--- src/hw/rtl/sha1_message_digest_defines.svh ---
// Assertion macros for the SHA-1 message digest block.
// Used by files that assert; they expect clk_i and rst_ni in scope.
`ifndef SHA1_MESSAGE_DIGEST_DEFINES_SVH
`define SHA1_MESSAGE_DIGEST_DEFINES_SVH

// Same-cycle implication, off during reset.
`define SHA1MD_ASSERT_NOW(lbl, ante, cons, msg) \
  lbl: assert property (@(posedge clk_i) disable iff (!rst_ni) (ante) |-> (cons)) \
    else $error(msg);

// Next-cycle implication, off during reset.
`define SHA1MD_ASSERT_NEXT(lbl, ante, cons, msg) \
  lbl: assert property (@(posedge clk_i) disable iff (!rst_ni) (ante) |=> (cons)) \
    else $error(msg);

`endif

--- src/hw/rtl/sha1md_pkg.sv ---
// Shared types and constants of the SHA-1 message digest block.
// No dependencies; used by sha1md_round and sha1_message_digest.
package sha1md_pkg;

  localparam int unsigned NumWords = 5;

  typedef struct packed {
    logic [7:0] msg_byte;
    logic       byte_present;
    logic       end_of_message;
  } in_t;

  typedef struct packed {
    logic [31:0] digest_word;
    logic [2:0]  word_index;
    logic        final_word;
  } out_t;

  // Working variables of one compression
  typedef struct packed {
    logic [31:0] a;
    logic [31:0] b;
    logic [31:0] c;
    logic [31:0] d;
    logic [31:0] e;
  } work_t;

  localparam logic [0:NumWords-1][31:0] HInit = '{
    32'h67452301, 32'hEFCDAB89, 32'h98BADCFE, 32'h10325476, 32'hC3D2E1F0
  };

  localparam logic [31:0] K0 = 32'h5A827999;
  localparam logic [31:0] K1 = 32'h6ED9EBA1;
  localparam logic [31:0] K2 = 32'h8F1BBCDC;
  localparam logic [31:0] K3 = 32'hCA62C1D6;

  localparam logic [6:0] RoundStage1 = 7'd20;
  localparam logic [6:0] RoundStage2 = 7'd40;
  localparam logic [6:0] RoundStage3 = 7'd60;
  localparam logic [6:0] LastRound   = 7'd79;

  localparam logic [7:0] PadByte  = 8'h80;
  localparam logic [5:0] LenPos   = 6'd56;
  localparam logic [5:0] LastByte = 6'd63;
  localparam logic [2:0] LastWord = 3'(NumWords - 1);

endpackage

--- src/hw/rtl/sha1md_round.sv ---
// One SHA-1 round: round function, constant select and the five-term add.
// Depends on sha1md_pkg.
module sha1md_round import sha1md_pkg::*; (
  input  logic [6:0]  round_i,
  input  work_t       work_i,
  input  logic [31:0] sched_i,
  output work_t       work_o
);

  logic [31:0] f;
  logic [31:0] k;
  logic [31:0] tmp;

  always_comb begin
    if (round_i < RoundStage1) begin
      f = (work_i.b & work_i.c) | (~work_i.b & work_i.d);
      k = K0;
    end else if (round_i < RoundStage2) begin
      f = work_i.b ^ work_i.c ^ work_i.d;
      k = K1;
    end else if (round_i < RoundStage3) begin
      f = (work_i.b & work_i.c) | (work_i.b & work_i.d) | (work_i.c & work_i.d);
      k = K2;
    end else begin
      f = work_i.b ^ work_i.c ^ work_i.d;
      k = K3;
    end
    tmp = {work_i.a[26:0], work_i.a[31:27]} + f + work_i.e + k + sched_i;
    work_o.a = tmp;
    work_o.b = work_i.a;
    work_o.c = {work_i.b[1:0], work_i.b[31:2]};
    work_o.d = work_i.c;
    work_o.e = work_i.d;
  end

endmodule

--- src/hw/rtl/sha1_message_digest.sv ---
// SHA-1 digest of a byte stream. Bytes are taken one per cycle while a block
// fills; every 64th byte starts a compression (80 rounds through the single
// round unit, then the chain add), and ready stays low during compression.
// An end word pads one byte per cycle, runs one or two compressions, then
// offers the five digest words, most significant first, through an output
// register; the next message may start while the last word waits.
// Depends on sha1md_pkg, sha1md_round and sha1_message_digest_defines.svh.
`include "sha1_message_digest_defines.svh"

module sha1_message_digest import sha1md_pkg::*; (
  input  logic clk_i,
  input  logic rst_ni,
  input  logic in_valid_i,
  output logic in_ready_o,
  input  in_t  in_i,
  output logic out_valid_o,
  input  logic out_ready_i,
  output out_t out_o
);

  typedef enum logic [4:0] {
    ST_IDLE  = 5'b00001,
    ST_PAD   = 5'b00010,
    ST_ROUND = 5'b00100,
    ST_ADD   = 5'b01000,
    ST_EMIT  = 5'b10000
  } state_e;

  state_e                      state_q, state_d;
  logic [5:0]                  fill_q, fill_d;
  logic [63:0]                 bit_len_q, bit_len_d;
  logic [0:NumWords-1][31:0]   chain_q, chain_d;
  logic                        fin_q, fin_d;
  logic                        mark_q, mark_d;
  logic                        len_q, len_d;
  logic [6:0]                  rnd_q, rnd_d;
  logic [2:0]                  idx_q, idx_d;
  logic                        out_valid_q, out_valid_d;
  logic [511:0]                blk_q, blk_d;
  work_t                       work_q, work_d;
  out_t                        out_q, out_d;

  work_t       round_work;
  logic [31:0] sched_mix;
  logic [31:0] sched_new;
  logic [7:0]  pad_byte;

  sha1md_round u_round (
    .round_i (rnd_q),
    .work_i  (work_q),
    .sched_i (blk_q[511:480]),
    .work_o  (round_work)
  );

  // Window holds W[t] .. W[t+15], W[t] at the top
  assign sched_mix = blk_q[95:64] ^ blk_q[255:224] ^ blk_q[447:416] ^ blk_q[511:480];
  assign sched_new = {sched_mix[30:0], sched_mix[31]};

  always_comb begin
    if (!mark_q) begin
      pad_byte = PadByte;
    end else if (len_q || fill_q == LenPos) begin
      pad_byte = bit_len_q[{~fill_q[2:0], 3'b000} +: 8];
    end else begin
      pad_byte = '0;
    end
  end

  assign in_ready_o = (state_q == ST_IDLE);

  always_comb begin
    state_d     = state_q;
    fill_d      = fill_q;
    bit_len_d   = bit_len_q;
    chain_d     = chain_q;
    fin_d       = fin_q;
    mark_d      = mark_q;
    len_d       = len_q;
    rnd_d       = rnd_q;
    idx_d       = idx_q;
    blk_d       = blk_q;
    work_d      = work_q;
    out_d       = out_q;
    out_valid_d = out_valid_q;

    if (out_ready_i) begin
      out_valid_d = 1'b0;
    end

    unique case (state_q)
      ST_IDLE: begin
        if (in_valid_i) begin
          fin_d  = in_i.end_of_message;
          mark_d = 1'b0;
          len_d  = 1'b0;
          if (in_i.byte_present) begin
            blk_d     = {blk_q[503:0], in_i.msg_byte};
            fill_d    = fill_q + 6'd1;
            bit_len_d = bit_len_q + 64'd8;
          end
          if (in_i.byte_present && fill_q == LastByte) begin
            work_d  = chain_q;
            rnd_d   = '0;
            state_d = ST_ROUND;
          end else if (in_i.end_of_message) begin
            state_d = ST_PAD;
          end
        end
      end
      ST_PAD: begin
        blk_d  = {blk_q[503:0], pad_byte};
        fill_d = fill_q + 6'd1;
        mark_d = 1'b1;
        if (mark_q && fill_q == LenPos) begin
          len_d = 1'b1;
        end
        if (fill_q == LastByte) begin
          work_d  = chain_q;
          rnd_d   = '0;
          state_d = ST_ROUND;
        end
      end
      ST_ROUND: begin
        work_d = round_work;
        blk_d  = {blk_q[479:0], sched_new};
        rnd_d  = rnd_q + 7'd1;
        if (rnd_q == LastRound) begin
          state_d = ST_ADD;
        end
      end
      ST_ADD: begin
        chain_d[0] = chain_q[0] + work_q.a;
        chain_d[1] = chain_q[1] + work_q.b;
        chain_d[2] = chain_q[2] + work_q.c;
        chain_d[3] = chain_q[3] + work_q.d;
        chain_d[4] = chain_q[4] + work_q.e;
        if (!fin_q) begin
          state_d = ST_IDLE;
        end else if (len_q) begin
          idx_d   = '0;
          state_d = ST_EMIT;
        end else begin
          state_d = ST_PAD;
        end
      end
      ST_EMIT: begin
        if (!out_valid_q || out_ready_i) begin
          out_d.digest_word = chain_q[idx_q];
          out_d.word_index  = idx_q;
          out_d.final_word  = (idx_q == LastWord);
          out_valid_d       = 1'b1;
          idx_d             = idx_q + 3'd1;
          if (idx_q == LastWord) begin
            // restart the chain for the next message
            chain_d   = HInit;
            bit_len_d = '0;
            fill_d    = '0;
            fin_d     = 1'b0;
            state_d   = ST_IDLE;
          end
        end
      end
      default: begin
        state_d = ST_IDLE;
      end
    endcase
  end

  always_ff @(posedge clk_i or negedge rst_ni) begin
    if (!rst_ni) begin
      state_q     <= ST_IDLE;
      fill_q      <= '0;
      bit_len_q   <= '0;
      chain_q     <= HInit;
      fin_q       <= 1'b0;
      mark_q      <= 1'b0;
      len_q       <= 1'b0;
      rnd_q       <= '0;
      idx_q       <= '0;
      out_valid_q <= 1'b0;
    end else begin
      state_q     <= state_d;
      fill_q      <= fill_d;
      bit_len_q   <= bit_len_d;
      chain_q     <= chain_d;
      fin_q       <= fin_d;
      mark_q      <= mark_d;
      len_q       <= len_d;
      rnd_q       <= rnd_d;
      idx_q       <= idx_d;
      out_valid_q <= out_valid_d;
    end
  end

  always_ff @(posedge clk_i) begin
    blk_q  <= blk_d;
    work_q <= work_d;
    out_q  <= out_d;
  end

  assign out_valid_o = out_valid_q;
  assign out_o       = out_q;

  `SHA1MD_ASSERT_NEXT(a_last_round_adds, rnd_q == LastRound, state_q == ST_ADD, "chain add missed")
  `SHA1MD_ASSERT_NOW(a_round_block_full, state_q == ST_ROUND, fill_q == '0, "partial block")
  `SHA1MD_ASSERT_NOW(a_emit_after_length, state_q == ST_EMIT, fin_q && len_q, "emit before length")
  `SHA1MD_ASSERT_NOW(a_pad_only_final, state_q == ST_PAD, fin_q, "padding outside finalization")

endmodule
--- config.mk ---
export PLATFORM = sky130hd
export DESIGN_NAME = sha1_message_digest
export DESIGN_NICKNAME = d
export VERILOG_FILES = /design/src/hw/rtl/sha1md_pkg.sv /design/src/hw/rtl/sha1md_round.sv /design/src/hw/rtl/sha1_message_digest.sv
export VERILOG_INCLUDE_DIRS = /design/src /design/src/hw/rtl
export SDC_FILE = /design/constraint.sdc
export NUM_CORES = 2
export LEC_CHECK = 0
export CAP_MARGIN = 15
export CORE_UTILIZATION = 65
export DETAILED_ROUTE_END_ITERATION = 6
export DONT_BUFFER_PORTS = 1
export PLACE_DENSITY_LB_ADDON = 0.12
export SYNTH_ARGS = -nofsm -noshare
export SYNTH_HDL_FRONTEND = slang
export SYNTH_HIERARCHICAL = 1
export SYNTH_SLANG_ARGS = --single-unit
--- constraint.sdc ---
create_clock -name clk_i -period 18 [get_ports clk_i]
set_input_delay 2.7 -clock clk_i [delete_from_list [all_inputs] [get_ports clk_i]]
set_output_delay 2.7 -clock clk_i [all_outputs]
set_load 0.01 [all_outputs]
==> results.yml <==
clocking:
  htree_levels: 3
  clkLatencyLatePin_ps: 700
  cts_hold_buffers: 0
  ctsRootBufferMaster: "sky130_fd_sc_hd__clkbuf_16"
  tritoncts: "yes"
  clock_tree.buffer_depth: 3
  postCtsSetupBuffers: 0
  cts.reportedPaths.clkPinSlew_ps: 60
  cts.repair.resized: 0
  tritoncts_buffers: 101
  cts_num_sinks: 954
detailed_routing:
  drt-initial-drc-count: 4610
  detailroute.via_count: 42000
  wl_met2_um: 66700
  total_detailed_routing_wirelength_um: 145000
  detail-route-antenna-nets: 0
  route.top_layer_used: "met5"
  avgRoutedWirePerCell_um: 21.0
  wirelength_met1_um: 60200
  post_drt_via_cell_ratio: 6.07
  number_of_detailed_routing_iterations_run_before_antenna_repair: 7
  met3WireLength_um: 10100
  drc_errors: 1
timing:
  slew_viol_final: 0
  worst_pin_slew_ps: 1350
  clock.fmax_ghz: 0.175
  worst_clock_skew_ps: 30.6
  min_period_over_period_pct: 31.7
  setup-tns-final_ps: 0
  max_slew_margin_pct: 9.50
  grt_setup_unrepaired: "false"
  min_period_ps: 5710
  endpoints_failing_setup: 0
  fin_hold_viols: 0
pwr:
  ir_worst_vdd_mv: 0.120
  internal_portion_of_total_power_uw: 4730
  power.share.switching_pct: 30.0
  share_seq_of_total_power_pct: 48.7
  share_clk_of_total_power_pct: 32.3
  pwr-share-comb_pct: 19.0
  total_leakage_power_uw: 0.0248
  switchingPower_uw: 2030
  power_density_nw_per_um2: 114
layout:
  drive_gt1_share_pct: 5.83
  syn2layout_area_growth_pct: 6.02
  final_cell_area_um2: 59600
  finalCoreUtilization_pct: 69.7
  layout.filler_cells: 6616
  final_cell_count_no_fill: 6928
  design.final.nets: 6033
synth:
  synthMostInstantiatedCell: "sky130_fd_sc_hd__nand2_1"
  synth_top_cells_by_area: "sky130_fd_sc_hd__edfxtp_1, sky130_fd_sc_hd__nand2_1, sky130_fd_sc_hd__dfrtp_1"
  mappedNetlistNets: 6279
  yosys_most_used_dff: "sky130_fd_sc_hd__edfxtp_1"
  synth-async-reset-ratio_pct: 25.8
  ys_top_cells_by_count: "sky130_fd_sc_hd__nand2_1, sky130_fd_sc_hd__edfxtp_1, sky130_fd_sc_hd__inv_1, sky130_fd_sc_hd__clkbuf_1, sky130_fd_sc_hd__o21ai_0"
  synth_area_leader_cell: "sky130_fd_sc_hd__edfxtp_1"
  ys.warnings.count: 6
  post_synth_instance_area_um2: 56200
  synth.ff_latch_count: 954
  synth.top_cell.area_share_pct: 37.8
  syn-mean-instance-area_um2: 9.45
  seq_area_frac_synth_pct: 49.0
  synth_enable_flop_cells: 708
  yosysUniqueCellTypes: 97
  synth_cells: 5942
worst_hold_path:
  timing.hold.worst.start: "mark_q"
  whs_endpoint: "mark_q"
  number_of_instances_on_the_worst_hold_path: 2
  worst_hold_path_class: "reg2reg"
setup_path:
  path_cells: "o21ai_1, and2_2, inv_2, nor2_1, a221oi_1, fa_1, inv_1, fa_1, ha_1, fa_1, a211oi_1, o21ai_1, nand2_1, o21ai_2, a211oi_2, o41ai_4, and4_1, nor3_1, nand2_1, nand2_1"
  worstSetupStartpointType: "flop"
  maximum_fanout_encountered_on_the_critical_timing_path: 33
  critPathArrivalTime_ps: 6260
  crit_path_end_kind: "flop"
  r2r_setup_slack_ps: 12290
  required_ps: 18550
  critical_path.top_delay_family: "compound AO/OA/AOI/OAI gates"
  crit_path_start: "rnd_q[4]"
  critical_path_class: "reg2reg"
  timing.critical_path.buf_inv: 2
  max_stage_delay_ps: 630
  crit_cells: 20
  critical-path-slowest-cell: "sky130_fd_sc_hd__inv_2"
  timing.reg2reg.worst_path_depth: 20
  r2r_end: "work_q[159]"
  rr_startpoint: "rnd_q[4]"
placement:
  dp.cells: 6737
  dpl_cell_area_um2: 56100
  place.detailed.hpwl_um: 98100
  numPortBuffers: 0
  gpl.final_weighted_congestion: 0.979
status:
  status: "complete, but fails checks"
  failed_checks: "design-rule violations"
floorplanning:
  core_area_um2: 85400
  design.die.area_um2: 87600
  placementRows: 107
  die-height_um: 296
  start_util_pct: 65.8
  top_level_ports: 52
  floorplan.die.width_um: 296
grt:
  grt_start_max_net_pins: 254
  vias_in_the_first_global_route: 39900
  number_of_antenna_violations_at_the_first_check_in_global_routing: 2
  global_route.overflow_total: 0
  grt_pass1_wl_um: 225000
  grt_use_total_pct: 33.3
flow_run:
  max_cap_viol_count: 0
==> through the flow <==
stage | hold slack, ps | setup slack (ps) | power [uW]
after detailed placement | 502 | 12180 | 4600
after CTS | 517 | 12310 | 6790
final | 514 | 12290 | 6760
after global routing | 542 | 12010 | 7060
after floorplan | 423 | 3170 | 4430
after global placement | 487 | 12140 | 4560
==> cells in the final DEF, fill, tap and decap left out, types with 23 or more instances in the layout <==
cell type | Yosys | layout
sky130_fd_sc_hd__a21o_1 | 97 | 97
sky130_fd_sc_hd__a21oi_1 | 208 | 208
sky130_fd_sc_hd__and3_1 | 34 | 34
sky130_fd_sc_hd__buf_4 | 128 | 26
sky130_fd_sc_hd__clkbuf_1 | 236 | 24
sky130_fd_sc_hd__clkbuf_16 | 0 | 102
sky130_fd_sc_hd__dfrtp_1 | 165 | 163
sky130_fd_sc_hd__dfstp_2 | 81 | 81
sky130_fd_sc_hd__edfxtp_1 | 708 | 708
sky130_fd_sc_hd__fa_1 | 125 | 125
sky130_fd_sc_hd__ha_1 | 198 | 198
sky130_fd_sc_hd__inv_1 | 240 | 239
sky130_fd_sc_hd__mux2i_1 | 99 | 99
sky130_fd_sc_hd__nand2_1 | 2152 | 2151
sky130_fd_sc_hd__nand2b_1 | 37 | 36
sky130_fd_sc_hd__nand3_1 | 103 | 102
sky130_fd_sc_hd__nand4_1 | 28 | 28
sky130_fd_sc_hd__nor2_1 | 207 | 204
sky130_fd_sc_hd__nor2b_1 | 23 | 23
sky130_fd_sc_hd__nor3_1 | 64 | 64
sky130_fd_sc_hd__o21ai_0 | 214 | 214
sky130_fd_sc_hd__o21ai_1 | 23 | 23
sky130_fd_sc_hd__o21bai_1 | 23 | 23
sky130_fd_sc_hd__o22a_1 | 37 | 37
sky130_fd_sc_hd__o22ai_1 | 45 | 45
sky130_fd_sc_hd__or3_1 | 33 | 33
sky130_fd_sc_hd__xnor2_1 | 185 | 185
sky130_fd_sc_hd__xor2_1 | 116 | 116
==> power groups by stage <==
stage / Sequential [uW] / Combinational (uW) / Clock (uW)
2_1_floorplan: 3470 / 957 / 0
3_3_place_gp: 3320 / 1240 / 0
3_5_place_dp: 3330 / 1270 / 0
4_1_cts: 3290 / 1290 / 2210
5_1_grt: 3340 / 1430 / 2290
6_report: 3290 / 1280 / 2190
==> registers in the layout, indices dropped and copies added, names as in the netlist <==
| register | count |
|---|---|
| fin_q | 1 |
| blk_q | 512 |
| state_q | 5 |
| fill_q | 6 |
| chain_q | 160 |
| len_q | 1 |
| idx_q | 3 |
| mark_q | 1 |
| out_valid_o | 1 |
| bit_len_q | 61 |
| work_q | 160 |
| rnd_q | 7 |
| out_o | 36 |
==> logic make-up (layout without fill, tap and decap cells) <==
| family | count (synthesis) | count (layout) | synth area share [%] |
|---|---|---|---|
| compound gates | 865 | 865 | 9.98 |
| xor+xnor | 301 | 301 | 4.69 |
| fa+ha+maj | 323 | 323 | 8.87 |
| buf+inv | 628 | 468 | 5.05 |
| flops | 954 | 954 | 49.0 |
| mux | 124 | 124 | 2.53 |
| other cells | 0 | 2 | 0 |
| simple gates | 2747 | 2747 | 19.9 |
==> layer usage <==
layer | vias up | track usage [%]
li1 | 19600 | -
met1 | 20300 | 45.7
met2 | 1702 | 51.7
met3 | 395 | 4.94
met4 | 2 | 17.0
met5 | - | 0
==> worst max-delay path by stage <==
stage,end
after CTS,work_q[159]
after global placement,blk_q[198]
after detailed placement,blk_q[310]
after floorplan,blk_q[0]
after global routing,work_q[159]
final,work_q[159]
==> layout make-up <==
class | instances | area [um2] | share of cell area, %
well taps | 1144 | 1430 | 2.40
repair buffers | 34 | 355 | 0.597
multi-input cells | 4360 | 25900 | 43.4
clock buffers | 136 | 2780 | 4.67
inverters | 245 | 925 | 1.55
diodes | 2 | 5.00 | 0.00840
flip-flops and latches | 954 | 27500 | 46.2
clock inverters | 53 | 683 | 1.15
==> worst register-to-register path: cells and delay by family, from the launching register on <==
| kind | cells | cell delay, ps |
|---|---|---|
| compound gates | 7 | 1620 |
| flops | 1 | 510 |
| buf+inv | 2 | 720 |
| fa+ha+maj | 4 | 1600 |
| simple gates | 7 | 1130 |
(Power assumes the default switching activity.)
